**src/design/frlpm_pkg.sv**
```systemverilog
package frlpm_pkg;

	// Field widths
	localparam int unsigned ADDR_W    = 24;
	localparam int unsigned LEN_W     = 13;
	localparam int unsigned CNT_W     = 17;
	localparam int unsigned RFB_W     = 8;
	localparam int unsigned RBC_W     = 5;
	localparam int unsigned CFG_W     = 17;
	localparam int unsigned CFG_IDX_W = 2;

	// Flash geometry, all powers of two
	localparam int unsigned RECORD_BYTES      = 16;
	localparam int unsigned BLOCK_BYTES       = 65536;
	localparam int unsigned RECORDS_PER_BLOCK = 4096;
	localparam int unsigned REC_SHIFT   = $clog2(RECORD_BYTES);
	localparam int unsigned BLOCK_SHIFT = $clog2(BLOCK_BYTES);
	localparam int unsigned RPB_SHIFT   = $clog2(RECORDS_PER_BLOCK);

	// Block index math: wide enough for first + count and for pointer block + 1
	localparam int unsigned NXT_W = (ADDR_W - BLOCK_SHIFT + 1 > RFB_W + 1) ?
		ADDR_W - BLOCK_SHIFT + 1 : RFB_W + 1;
	// Records between region start and pointer
	localparam int unsigned FF_W   = ADDR_W - REC_SHIFT;
	localparam int unsigned CF_W   = ((FF_W > CNT_W) ? FF_W : CNT_W) + 1;
	localparam int unsigned TRIM_W = (RBC_W + RPB_SHIFT > CNT_W) ? RBC_W + RPB_SHIFT : CNT_W;

	localparam logic [CNT_W-1:0] CNT_MAX = '1;

	// Queue depths
	localparam int unsigned CMD_DEPTH_DEF = 2;
	localparam int unsigned RES_DEPTH_DEF = 2;

	// Register reset values and indexes
	localparam logic [RFB_W-1:0] RFB_RESET = 8'd0;
	localparam logic [RBC_W-1:0] RBC_RESET = 5'd4;
	localparam logic [CNT_W-1:0] MAX_RESET = 17'd12288;

	localparam logic [CFG_IDX_W-1:0] REG_FIRST_BLOCK  = 2'd0;
	localparam logic [CFG_IDX_W-1:0] REG_BLOCK_COUNT  = 2'd1;
	localparam logic [CFG_IDX_W-1:0] REG_MAX_READABLE = 2'd2;

	// Command codes
	localparam logic [1:0] CMD_WRITE = 2'd0;
	localparam logic [1:0] CMD_READ  = 2'd1;
	localparam logic [1:0] CMD_CLEAR = 2'd2;
	localparam logic [1:0] CMD_QUERY = 2'd3;

	// Flash operation codes
	localparam logic [1:0] OP_NONE    = 2'd0;
	localparam logic [1:0] OP_PROGRAM = 2'd1;
	localparam logic [1:0] OP_ERASE   = 2'd2;
	localparam logic [1:0] OP_READ    = 2'd3;

	typedef enum logic [1:0] {
		KIND_STATUS,
		KIND_WRITE,
		KIND_READ,
		KIND_CLEAR
	} kind_t;

	typedef struct packed {
		logic [1:0]       command;
		logic             record_is_empty;
		logic [CNT_W-1:0] first_index;
		logic [LEN_W-1:0] read_count;
	} item_t;

	typedef struct packed {
		logic [1:0]        flash_op;
		logic [ADDR_W-1:0] flash_address;
		logic [LEN_W-1:0]  op_length;
		logic [CNT_W-1:0]  stored_count;
		logic              last;
	} result_t;

	typedef struct packed {
		kind_t            kind;
		logic [CNT_W-1:0] first_index;
		logic [LEN_W-1:0] read_count;
	} cmd_t;

	typedef struct packed {
		logic [RFB_W-1:0] region_first_block;
		logic [RBC_W-1:0] region_block_count;
		logic [CNT_W-1:0] max_readable;
	} cfg_t;

	function automatic logic [ADDR_W-1:0] blk_addr(input logic [NXT_W-1:0] blk);
		logic [ADDR_W+NXT_W-1:0] w;
		w = (ADDR_W + NXT_W)'(blk) << BLOCK_SHIFT;
		return w[ADDR_W-1:0];
	endfunction

	function automatic logic [ADDR_W-1:0] rec_bytes(input logic [CF_W-1:0] r);
		logic [ADDR_W+CF_W-1:0] w;
		w = (ADDR_W + CF_W)'(r) << REC_SHIFT;
		return w[ADDR_W-1:0];
	endfunction

endpackage

```
**src/design/frlpm_fifo.sv**
```systemverilog
module frlpm_fifo #(
	parameter type         T     = logic,
	parameter int unsigned DEPTH = 2
) (
	input  logic clk,
	input  logic arst_n,
	input  logic push,
	input  T     wdata,
	output logic full,
	input  logic pop,
	output T     rdata,
	output logic empty
);

	localparam int unsigned PTR_W  = (DEPTH > 1) ? $clog2(DEPTH) : 1;
	localparam int unsigned FILL_W = $clog2(DEPTH + 1);

	T                  mem_q [DEPTH];
	logic [PTR_W-1:0]  wr_ptr_q;
	logic [PTR_W-1:0]  rd_ptr_q;
	logic [FILL_W-1:0] fill_q;
	logic              do_push;
	logic              do_pop;

	assign full    = (fill_q == FILL_W'(DEPTH));
	assign empty   = (fill_q == '0);
	assign do_push = push & ~full;
	assign do_pop  = pop & ~empty;
	assign rdata   = mem_q[rd_ptr_q];

	always_ff @(posedge clk) begin
		if (do_push) begin
			mem_q[wr_ptr_q] <= wdata;
		end
	end

	always_ff @(posedge clk or negedge arst_n) begin
		if (!arst_n) begin
			wr_ptr_q <= '0;
			rd_ptr_q <= '0;
			fill_q   <= '0;
		end else begin
			if (do_push) begin
				wr_ptr_q <= (wr_ptr_q == PTR_W'(DEPTH - 1)) ? '0 : wr_ptr_q + PTR_W'(1);
			end
			if (do_pop) begin
				rd_ptr_q <= (rd_ptr_q == PTR_W'(DEPTH - 1)) ? '0 : rd_ptr_q + PTR_W'(1);
			end
			if (do_push && !do_pop) begin
				fill_q <= fill_q + FILL_W'(1);
			end else if (do_pop && !do_push) begin
				fill_q <= fill_q - FILL_W'(1);
			end
		end
	end

endmodule

```
**src/design/frlpm_front.sv**
```systemverilog
module frlpm_front #(
	parameter int unsigned DEPTH = frlpm_pkg::CMD_DEPTH_DEF
) (
	input  logic              clk,
	input  logic              arst_n,
	input  logic              push,
	input  frlpm_pkg::item_t  item,
	output logic              full,
	input  logic              cmd_pop,
	output frlpm_pkg::cmd_t   cmd,
	output logic              cmd_empty
);

	import frlpm_pkg::*;

	cmd_t cls;

	always_comb begin
		cls.kind        = KIND_STATUS;
		cls.first_index = item.first_index;
		cls.read_count  = item.read_count;
		unique case (item.command)
			CMD_WRITE: begin
				// an empty record is skipped and only reports status
				cls.kind = item.record_is_empty ? KIND_STATUS : KIND_WRITE;
			end
			CMD_READ:  cls.kind = KIND_READ;
			CMD_CLEAR: cls.kind = KIND_CLEAR;
			CMD_QUERY: cls.kind = KIND_STATUS;
		endcase
	end

	frlpm_fifo #(
		.T     (cmd_t),
		.DEPTH (DEPTH)
	) u_cmd_fifo (
		.clk    (clk),
		.arst_n (arst_n),
		.push   (push),
		.wdata  (cls),
		.full   (full),
		.pop    (cmd_pop),
		.rdata  (cmd),
		.empty  (cmd_empty)
	);

endmodule

```
**src/design/frlpm_back.sv**
```systemverilog
module frlpm_back (
	input  logic                clk,
	input  logic                arst_n,
	input  frlpm_pkg::cfg_t     cfg,
	input  frlpm_pkg::cmd_t     cmd,
	input  logic                cmd_empty,
	output logic                cmd_pop,
	input  logic                res_full,
	output logic                res_push,
	output frlpm_pkg::result_t  res_data
);

	import frlpm_pkg::*;

	typedef enum logic [5:0] {
		ST_IDLE  = 6'b000001,
		ST_PREP  = 6'b000010,
		ST_EXEC  = 6'b000100,
		ST_COUNT = 6'b001000,
		ST_ADDR  = 6'b010000,
		ST_EMIT  = 6'b100000
	} state_t;

	typedef struct packed {
		logic [1:0]        op;
		logic [ADDR_W-1:0] addr;
		logic [LEN_W-1:0]  len;
		logic              last;
	} seg_t;

	localparam logic [ADDR_W-1:0] WP_RESET   = blk_addr(NXT_W'(RFB_RESET));
	localparam seg_t              SEG_STATUS = '{OP_NONE, '0, LEN_W'(1), 1'b1};

	state_t            state_q;
	logic              sel_q;
	logic [ADDR_W-1:0] wp_q;
	logic [CNT_W-1:0]  saved_q;

	cmd_t              cmd_q;
	logic [CNT_W-1:0]  n_q;
	logic [ADDR_W-1:0] first_add_q;
	logic [ADDR_W-1:0] last_add_q;
	logic [FF_W-1:0]   ff_q;
	logic [ADDR_W-1:0] wp_sum_q;
	logic [CNT_W-1:0]  inc_q;
	logic              beyond_q;
	logic [CNT_W-1:0]  after_q;
	logic [LEN_W-1:0]  req_c_q;
	logic              far_q;
	logic [CF_W-1:0]   remain_q;
	logic [ADDR_W-1:0] near_q;
	logic [CNT_W-1:0]  cnt_q;
	seg_t              seg0_q;
	seg_t              seg1_q;
	logic              two_q;

	logic [CNT_W-1:0]  n_w;
	logic [NXT_W-1:0]  rfb_w;
	logic [NXT_W-1:0]  lim_w;
	logic [ADDR_W-1:0] first_add_w;
	logic [ADDR_W-1:0] diff_w;
	logic [FF_W-1:0]   ff_w;
	logic [NXT_W-1:0]  next_w;
	logic              boundary_w;
	logic              wrap_w;
	logic [ADDR_W-1:0] new_wp_w;
	logic              trim_w;
	logic [CNT_W-1:0]  saved_new_w;
	logic [CNT_W-1:0]  after_w;
	logic [CNT_W-1:0]  avail_w;
	logic [ADDR_W-1:0] far_addr_w;
	logic              emit_done;
	seg_t              seg_out;

	// ---- prep: readable count, region bounds, pointer offset, increments
	assign n_w         = (saved_q > cfg.max_readable) ? cfg.max_readable : saved_q;
	assign rfb_w       = NXT_W'(cfg.region_first_block);
	assign lim_w       = rfb_w + NXT_W'(cfg.region_block_count);
	assign first_add_w = blk_addr(rfb_w);
	assign diff_w      = wp_q - first_add_w;
	assign ff_w        = (wp_q >= first_add_w) ? diff_w[ADDR_W-1:REC_SHIFT] : '0;

	// ---- exec: write boundary handling
	assign boundary_w  = (wp_sum_q[BLOCK_SHIFT-1:0] == '0);
	assign next_w      = NXT_W'(wp_q[ADDR_W-1:BLOCK_SHIFT]) + NXT_W'(1);
	assign wrap_w      = (cfg.region_block_count == '0) || (next_w >= lim_w);
	assign new_wp_w    = blk_addr(wrap_w ? rfb_w : next_w);
	// region full: drop the oldest block's records
	assign trim_w      = (TRIM_W'(inc_q) == (TRIM_W'(cfg.region_block_count) << RPB_SHIFT));
	assign saved_new_w = trim_w ? inc_q - CNT_W'(RECORDS_PER_BLOCK) : inc_q;

	// ---- exec: read clipping
	assign after_w     = n_q - cmd_q.first_index;
	assign avail_w     = after_w + CNT_W'(1);

	// ---- addr: segment before the wrap ends at region end
	assign far_addr_w  = last_add_q - rec_bytes(remain_q);

	assign emit_done = (state_q == ST_EMIT) && !res_full && !(!sel_q && two_q);
	assign cmd_pop   = !cmd_empty && ((state_q == ST_IDLE) || emit_done);
	assign res_push  = (state_q == ST_EMIT) && !res_full;

	assign seg_out  = sel_q ? seg1_q : seg0_q;
	assign res_data = '{seg_out.op, seg_out.addr, seg_out.len, cnt_q, seg_out.last};

	always_ff @(posedge clk or negedge arst_n) begin
		if (!arst_n) begin
			state_q <= ST_IDLE;
			sel_q   <= 1'b0;
			wp_q    <= WP_RESET;
			saved_q <= '0;
		end else begin
			unique case (state_q)
				ST_IDLE: begin
					if (!cmd_empty) begin
						state_q <= ST_PREP;
					end
				end
				ST_PREP: state_q <= ST_EXEC;
				ST_EXEC: begin
					state_q <= ST_COUNT;
					if (cmd_q.kind == KIND_CLEAR) begin
						wp_q    <= first_add_q;
						saved_q <= '0;
					end else if (cmd_q.kind == KIND_WRITE) begin
						if (boundary_w) begin
							wp_q    <= new_wp_w;
							saved_q <= saved_new_w;
						end else begin
							wp_q    <= wp_sum_q;
							saved_q <= inc_q;
						end
					end
				end
				ST_COUNT: state_q <= (cmd_q.kind == KIND_READ) ? ST_ADDR : ST_EMIT;
				ST_ADDR:  state_q <= ST_EMIT;
				ST_EMIT: begin
					if (!res_full) begin
						if (!sel_q && two_q) begin
							sel_q <= 1'b1;
						end else begin
							sel_q   <= 1'b0;
							state_q <= cmd_empty ? ST_IDLE : ST_PREP;
						end
					end
				end
				default: state_q <= ST_IDLE;
			endcase
		end
	end

	always_ff @(posedge clk) begin
		if (cmd_pop) begin
			cmd_q <= cmd;
		end
		if (state_q == ST_PREP) begin
			n_q         <= n_w;
			first_add_q <= first_add_w;
			last_add_q  <= blk_addr(lim_w);
			ff_q        <= ff_w;
			wp_sum_q    <= wp_q + ADDR_W'(RECORD_BYTES);
			inc_q       <= (saved_q == CNT_MAX) ? saved_q : saved_q + CNT_W'(1);
		end
		if (state_q == ST_EXEC) begin
			beyond_q <= (cmd_q.first_index == '0) || (cmd_q.first_index > n_q);
			after_q  <= after_w;
			req_c_q  <= (CNT_W'(cmd_q.read_count) > avail_w) ? avail_w[LEN_W-1:0] :
				cmd_q.read_count;
			far_q    <= (CF_W'(after_w) > CF_W'(ff_q));
			unique case (cmd_q.kind)
				KIND_STATUS: begin
					seg0_q <= SEG_STATUS;
					two_q  <= 1'b0;
				end
				KIND_CLEAR: begin
					seg0_q <= '{OP_ERASE, first_add_q, LEN_W'(cfg.region_block_count), 1'b1};
					two_q  <= 1'b0;
				end
				KIND_WRITE: begin
					seg0_q <= '{OP_PROGRAM, wp_q, LEN_W'(1), !boundary_w};
					seg1_q <= '{OP_ERASE, new_wp_w, LEN_W'(1), 1'b1};
					two_q  <= boundary_w;
				end
				KIND_READ: begin
					two_q <= 1'b0;
				end
			endcase
		end
		if (state_q == ST_COUNT) begin
			cnt_q    <= n_w;
			remain_q <= CF_W'(after_q) - CF_W'(ff_q) + CF_W'(1);
			near_q   <= wp_q - rec_bytes(CF_W'(after_q) + CF_W'(1));
		end
		if (state_q == ST_ADDR) begin
			if (beyond_q || (req_c_q == '0)) begin
				seg0_q <= SEG_STATUS;
				two_q  <= 1'b0;
			end else if (far_q) begin
				if (remain_q >= CF_W'(req_c_q)) begin
					seg0_q <= '{OP_READ, far_addr_w, req_c_q, 1'b1};
					two_q  <= 1'b0;
				end else begin
					// split at the region's wrap
					seg0_q <= '{OP_READ, far_addr_w, remain_q[LEN_W-1:0], 1'b0};
					seg1_q <= '{OP_READ, first_add_q, req_c_q - remain_q[LEN_W-1:0], 1'b1};
					two_q  <= 1'b1;
				end
			end else begin
				seg0_q <= '{OP_READ, near_q, req_c_q, 1'b1};
				two_q  <= 1'b0;
			end
		end
	end

endmodule

```
**src/design/flash_ring_log_pointer_manager_core.sv**
```systemverilog
// Channel   Handshake              Payload
// -------   ---------------------  -----------------------------------
// request   push / full            item   (command, index, count)
// result    empty / pop            result (flash op, address, length, count, last)
// config    cfg_wr_en, cfg_index   cfg_wr_data, no stall, no read-back
//
// A request passes the back-end sequencer states prep, exec, count and emit (write,
// clear, query), with addr added for a read, emit again for a second result and idle
// first when starting from idle; it runs one request at a time and sets the rate.
// Requests queue ahead of the sequencer, results queue behind it, so either
// side may stall without blocking the other until its queue fills.
// Reset clears the pointer to the region start and the stored count to zero.
module flash_ring_log_pointer_manager_core #(
	parameter int unsigned CMD_DEPTH = frlpm_pkg::CMD_DEPTH_DEF,
	parameter int unsigned RES_DEPTH = frlpm_pkg::RES_DEPTH_DEF
) (
	input  logic                                  clk,
	input  logic                                  arst_n,
	input  logic                                  push,
	input  frlpm_pkg::item_t                      item,
	output logic                                  full,
	output logic                                  empty,
	input  logic                                  pop,
	output frlpm_pkg::result_t                    result,
	input  logic                                  cfg_wr_en,
	input  logic [frlpm_pkg::CFG_IDX_W-1:0]       cfg_index,
	input  logic [frlpm_pkg::CFG_W-1:0]           cfg_wr_data
);

	import frlpm_pkg::*;

	cfg_t    cfg_q;
	cmd_t    cmd;
	logic    cmd_empty;
	logic    cmd_pop;
	logic    res_full;
	logic    res_push;
	result_t res_data;

	always_ff @(posedge clk or negedge arst_n) begin
		if (!arst_n) begin
			cfg_q.region_first_block <= RFB_RESET;
			cfg_q.region_block_count <= RBC_RESET;
			cfg_q.max_readable       <= MAX_RESET;
		end else if (cfg_wr_en) begin
			unique case (cfg_index)
				REG_FIRST_BLOCK:  cfg_q.region_first_block <= cfg_wr_data[RFB_W-1:0];
				REG_BLOCK_COUNT:  cfg_q.region_block_count <= cfg_wr_data[RBC_W-1:0];
				REG_MAX_READABLE: cfg_q.max_readable       <= cfg_wr_data[CNT_W-1:0];
				default: ;
			endcase
		end
	end

	frlpm_front #(
		.DEPTH (CMD_DEPTH)
	) u_front (
		.clk       (clk),
		.arst_n    (arst_n),
		.push      (push),
		.item      (item),
		.full      (full),
		.cmd_pop   (cmd_pop),
		.cmd       (cmd),
		.cmd_empty (cmd_empty)
	);

	frlpm_back u_back (
		.clk       (clk),
		.arst_n    (arst_n),
		.cfg       (cfg_q),
		.cmd       (cmd),
		.cmd_empty (cmd_empty),
		.cmd_pop   (cmd_pop),
		.res_full  (res_full),
		.res_push  (res_push),
		.res_data  (res_data)
	);

	frlpm_fifo #(
		.T     (result_t),
		.DEPTH (RES_DEPTH)
	) u_res_fifo (
		.clk    (clk),
		.arst_n (arst_n),
		.push   (res_push),
		.wdata  (res_data),
		.full   (res_full),
		.pop    (pop),
		.rdata  (result),
		.empty  (empty)
	);

`ifndef ASSERT_OFF
	// an erase always closes its request
	a_erase_last: assert property (@(posedge clk) disable iff (!arst_n)
		res_push && (res_data.flash_op == OP_ERASE) |-> res_data.last)
		else $error("erase result not marked last");

	// no new request is fetched while its predecessor still has results to give
	a_no_fetch_mid: assert property (@(posedge clk) disable iff (!arst_n)
		res_push && !res_data.last |-> !cmd_pop)
		else $error("request fetched before last result");

	// an accepted request is visible to the back end on the next cycle
	a_req_queued: assert property (@(posedge clk) disable iff (!arst_n)
		push && !full |=> !cmd_empty)
		else $error("accepted request lost");
`endif

endmodule

```
**config.mk**
```make
export PLATFORM = sky130hd
export DESIGN_NAME = flash_ring_log_pointer_manager_core
export DESIGN_NICKNAME = d
export VERILOG_FILES = /design/src/design/frlpm_pkg.sv /design/src/design/frlpm_fifo.sv /design/src/design/frlpm_front.sv /design/src/design/frlpm_back.sv /design/src/design/flash_ring_log_pointer_manager_core.sv
export SDC_FILE = /design/constraint.sdc
export NUM_CORES = 1
export LEC_CHECK = 0
export ABC_AREA = 0
export BUFFER_PORTS_ARGS = -buffer_cell sky130_fd_sc_hd__buf_4
export CAP_MARGIN = 20
export CORE_AREA = 8 8 262 264
export CTS_BUF_LIST = sky130_fd_sc_hd__clkbuf_2 sky130_fd_sc_hd__clkbuf_4 sky130_fd_sc_hd__clkbuf_8
export DETAILED_ROUTE_END_ITERATION = 6
export DIE_AREA = 0 0 270 272
export PLACE_DENSITY = 0.69
export SLEW_MARGIN = 20
export SYNTH_ARGS = -nofsm -noshare
export SYNTH_HDL_FRONTEND = slang
export SYNTH_HIERARCHICAL = 1
export SYNTH_SLANG_ARGS = --single-unit
```
**constraint.sdc**
```tcl
create_clock -name clk -period 8.1 [get_ports clk]
set_input_delay 2.43 -clock clk [delete_from_list [all_inputs] [get_ports clk]]
set_output_delay 2.43 -clock clk [all_outputs]
set_load 0.02 [all_outputs]
```
[After elaboration in Yosys (flattened, before gate mapping)]
Memories as Yosys holds them, arrays and structs flattened. A register that Yosys moved wholly into a read port is not among the register bits.
Index checks and enable logic that the tools add are counted.
Storage, ports and cells
  bits in registers: 355
  latch bits: 0
  memory bits (writable): 178
  bits in read-only memories: 0
  bits of input ports: 57
  logic and storage cells: 189
  memories kept: 2
Memories
  u_res_fifo.mem_q: words 2, bits a word 57, rd ports 1, clocked after Yosys merged registers in 0, write ports 1, RTL line frlpm_fifo.sv:18  | T mem_q [DEPTH];
  u_front.u_cmd_fifo.mem_q: words 2, bits a word 32, rd ports 1, clocked after Yosys merged registers in 1, write ports 1, RTL line frlpm_fifo.sv:18
Cells by class
  add/sub/neg operators: 22
  $mul: 0
  divide/modulo/power cells: 0
  magnitude comparators: 7
  equal/unequal tests: 21
  shifts and indexed selects: 0
  multiplexer cells: 51
  bitwise logic cells: 8
  reduce and logical (&&, ||, !) cells: 43
Operators with widths (count)
  40-bit two-way mux: 10
  40-bit one-hot mux with 3 select lines: 1
  17-bit two-way mux: 6
  24-bit two-way mux: 3
  24-bit subtractor: 3
  38-bit two-way mux: 1
  6-bit one-hot mux with 6 select lines: 1
  17-bit by 1-bit adder with 17-bit output (second input constant): 2
  17-bit greater-than comparator: 2
  24-bit by 5-bit adder with 24-bit output (second input constant): 1
  24-bit greater-or-equal comparator: 1
  6-bit two-way mux: 4
  21-bit by 1-bit adder with 21-bit output (second input constant): 1
  21-bit by 13-bit greater-or-equal comparator with 1-bit output: 1
  17-bit by 20-bit subtractor with 21-bit output: 1
  17-bit by 20-bit greater-than comparator with 1-bit output: 1
  17-bit by 1-bit adder with 18-bit output (second input constant): 1
  17-bit == test: 1
  17-bit == test (second input constant): 1
  13-bit by 17-bit greater-than comparator with 1-bit output: 1
  17-bit logical NOT: 1
  17-bit by 13-bit subtractor with 17-bit output (second input constant): 1
  17-bit subtractor: 1
  16-bit logical NOT: 1
  other kinds (36): 105

[Longest topological paths before layout]
  word-level depth: 10
  gate-level depth with buffers: 20
  mapped depth without buffers: 19

[Modules after synthesis]
Netlist, hierarchy kept.
Modules (own cells, without submodules)
  frlpm_back: instances 1, cells each 1899, area each 20420.8 µm²
  frlpm_fifo at u_res_fifo: instances 1, cells each 196, area each 4385.5 µm²
  frlpm_fifo at u_front.u_cmd_fifo: instances 1, cells each 119, area each 2658.8 µm²
  flash_ring_log_pointer_manager_core: instances 1, cells each 64, area each 1152.4 µm²
  frlpm_front: instances 1, cells each 6, area each 41.3 µm²

[Worst setup path after synthesis]
No wires, ideal clock.
  path type: in2reg
  start: input push
  end: memory u_front/u_cmd_fifo/mem_q[0][0] (netlist bit) (enable)
  setup time: 421 ps
  arrival time: 3873 ps
  required time: 7679 ps
  path slack: 3806 ps
  cell stages on the path: 2
  path buffers: 0
  path through: nand2_1 -> nor2_1
On the way
  longest elaborated chain between the ends: 3
Ends and longest elaborated chain
  from (decl): RTL line flash_ring_log_pointer_manager_core.sv:19  | input logic push,
  1-bit bitwise AND: RTL line frlpm_fifo.sv:27  | assign do_push = push & ~full;
  1-bit two-way mux: RTL line frlpm_fifo.sv:32  | if (do_push) begin
  1-bit two-way mux (implied by the code): RTL line frlpm_fifo.sv:33  | mem_q[wr_ptr_q] <= wdata;
  to (decl): RTL line frlpm_fifo.sv:18
No other way between the ends.

[Worst setup path after layout]
  start: register, netlist name u_back/cmd_q[13]
  end: register u_back.req_c_q[1], data pin
On the way
  longest elaborated chain between the ends: 4
Ends and longest elaborated chain
  17-bit subtractor: RTL line frlpm_back.sv:93  | assign after_w = n_q - cmd_q.first_index;
  named net u_back.after_w[4]: RTL line frlpm_back.sv:69  | logic [CNT_W-1:0] after_w;
  17-bit by 1-bit adder with 17-bit output: RTL line frlpm_back.sv:94  | assign avail_w = after_w + CNT_W'(1);
  13-bit by 17-bit greater-than comparator with 1-bit output: RTL line frlpm_back.sv:167  | req_c_q <= (CNT_W'(cmd_q.read_count) > avail_w) ? avail_w[LEN_W-1:0] :
  13-bit two-way mux: RTL line frlpm_back.sv:167
  to (signal assigned): RTL line frlpm_back.sv:167
  to (decl): RTL line frlpm_back.sv:48  | logic [LEN_W-1:0] req_c_q;
The timed path passes the listed nets, and every way through them passes these cells.
A chain may end at the register's enable or synchronous reset.

==> results.ini <==
[hold_path]
hold_class=reg2reg
min_to=u_res_fifo/mem_q[0][12]
hp-start=u_back/cnt_q[11]
hold_depth=0

[global_route]
met3_usage_pct=3.65
grt_pass1_vias=18900
met2_usage_pct=29.2
grt_overflow=0
grt_pass1_wl_um=107000
antenna_found_initial=0
grtUsageTotal_pct=18.2
grt_use_met1_pct=24.3
grt-busiest-layer=met2
grt_start_max_net_pins=61

[logic_synthesis]
syn_area_sq_mm=0.0287
netlist_top_cells_count=edfxtp_1, ha_1, inv_1
synthMuxAreaShare_pct=9.31
synth-xor-area-share_pct=4.65
synth_top_area_share_pct=46.0
synthFlopType=edfxtp_1
synthAdderAreaFrac_pct=8.36
ys_seq_area_share_pct=56.3
synth_simple_gate_area_share_pct=9.87
syn_avg_cell_area_sq_um=12.5
ys.warnings.count=6
synthDistinctLibCells=78
synth.most_common_cell=edfxtp_1
synth-edff-count=439
synth_nets=2528
synth_top_area_cell=edfxtp_1
synth-seq-cells=565
synth_cells=2284
async_flop_share_pct=15.2
synth_compound_area_share_pct=8.01
synth_top_family_by_area=simple AND/OR/NAND/NOR gates
synthTopCellsByArea=edfxtp_1, ha_1, dfrtp_1

[layout]
num-fill-cells=5549
antenna_cells=0
final_net_count=2693
fin_cells=3394
final_util_pct=50.2
area_growth_pct=13.5
layout-drive-gt1-share_pct=20.7

[setup_path]
start_kind=flop
worstPathRequired_ns=8.52
arrival_ns=5.66
r2r_cells=17
cp-end-kind=flop
reg2reg_from=u_back/cmd_q[13]
r2r_end=u_back/req_c_q[1]
reg2reg_slack_ns=2.87
crit_fanout=13
critical_path_class=reg2reg

[status]
status=complete, no violations

[sta]
report.final.slew_viol_count=0
setup_viol=0
rsz0062_at_grt=no
hold_slack_ns=0.429
skew_ns=0.0375
fmaxAchievable_ghz=0.191
post-route-period-util_pct=64.6
worst_slew_pin_slew_ns=1.10
fin_setup_tns_ns=0
slew_headroom_pct=26.1
hold_viol=0
period_minus_slack_ns=5.23

[routing]
wl_um=68100
drtIter0Drc=1435
vias=18300
remaining_drc_errors=0
firstDrtPassIters=5
avgViaCountPerCell=5.39
avgRoutedWirePerCell_um=20.1
antenna_left=0

[floorplanning]
io_pins=116
dieArea_sq_mm=0.0734
core_sq_mm=0.0648
start_util_pct=44.2
rows=94
fp.dieW_um=270
die_y_um=272

[clock_tree]
post_cts_buffers=0
clk_latency_ns=0.71
cts_tree=built
cts_buffers=94
ctsHoldBuffers=0
clk_path_buf_depth=3
cts_num_sinks=565
clk_pin_slew_ns=0.06
cts_resized=0
h-tree-depth=3
cts_root_buf=clkbuf_8

[job]
drv_cap=0

[placed_design]
dpl.hpwl_um=49300
routabilityCongestion=0.929
dp.cells=3217
placement.io_buffers=115

[power_and_ir_drop]
total_power_w=0.0119
max-vdd-ir-drop_mv=0.173
leakage_nw=13.3
p_per_area_mw_per_mm2=366

## kinds of logic after synthesis
logic type / after synthesis
flops: 565
simple gates: 556
compound gates: 359
buf+inv: 239
mux: 225
fa+ha+maj: 188
xor+xnor: 152
## critical path: stages (launching register included)
cell and delay, ns:
edfxtp_1 0.40, ha_1 0.25, fa_1 0.40, nor2b_1 0.23, o22ai_1 0.14, xnor2_1 0.47, nand3_1 0.13, nor2_1 0.20
nand3_1 0.15, nor2_2 0.24, nand3_1 0.12, xor2_1 0.19, ha_1 0.33, nand4_1 0.11, or4_1 0.53, o31ai_1 0.08
a221o_1 0.62, mux2_1 0.39
## layout by cell type (no fill, tap or decap), drive strengths merged, types with 34 or more instances in the layout
master	n
dfrtp	82
and3	43
mux2i	39
nand2	137
a21o	34
clkbuf	135
o21ai	85
dfxtp	40
nor2	125
nor3	34
a21oi	109
edfxtp	439
mux2	186
xor2	56
xnor2	96
inv	178
ha	181
nand3	40
buf	134
## state kept, by name, summed over array words and instances, names as in the netlist, 6 cells and up
name / flops
u_back/ff_q: 20
u_back/seg1_q: 40
u_back/seg0_q: 40
u_back/near_q: 24
u_back/cnt_q: 17
u_front/u_cmd_fifo/mem_q: 64
cfg_q: 30
u_back/saved_q: 17
u_back/req_c_q: 13
u_back/last_add_q: 8
u_back/n_q: 17
u_back/cmd_q: 32
u_back/wp_sum_q: 24
u_back/after_q: 17
u_back/remain_q: 21
u_back/wp_q: 24
u_back/state_q: 6
u_back/first_add_q: 8
u_res_fifo/mem_q: 114
u_back/inc_q: 17
## worst max-delay path by stage
stage	start	endpoint	slack, ns	cells after the start
after global routing	u_back/cmd_q[13]	u_back/req_c_q[1]	2.33	17
after floorplan	push	u_front/u_cmd_fifo/mem_q[0][0]	3.81	2
after detailed placement	u_back/cmd_q[13]	u_back/req_c_q[1]	2.87	17
final	u_back/cmd_q[13]	u_back/req_c_q[1]	2.87	17
after global placement	u_back/cmd_q[13]	u_back/req_c_q[1]	3.03	17
after CTS	u_back/cmd_q[13]	u_back/req_c_q[1]	2.84	17
## stage by stage
stage          instance area, sq um  setup slack (ns)
6_report                      32500              2.87
5_1_grt                       32500              2.33
4_1_cts                       32500              2.84
3_5_place_dp                  30400              2.87
3_3_place_gp                  30400              3.03
2_1_floorplan                 28700              3.81
## report_power, final
group	internal, W	leakage [nW]	switching (W)
Clock	0.00153	1.09	0.00117
Combinational	0.00199	6.77	0.00262
Sequential	0.00398	5.45	0.000598
## layer usage
metal	part of all wire [%]	wire, um
met4	3.3	2270
met3	5.7	3870
met5	0	0
met1	45	30500
met2	46	31400
## layout make-up
class | count | area [sq um] | area share (%)
clock buffer | 135 | 1710 | 5.27
inverter | 174 | 653 | 2.01
sequential | 565 | 16100 | 49.6
clock inverter | 42 | 355 | 1.09
multi-input combinational | 1480 | 11600 | 35.6
tap | 864 | 1080 | 3.32
timing repair buffer | 134 | 1010 | 3.09
No activity file was read; power rests on OpenSTA's default activity.
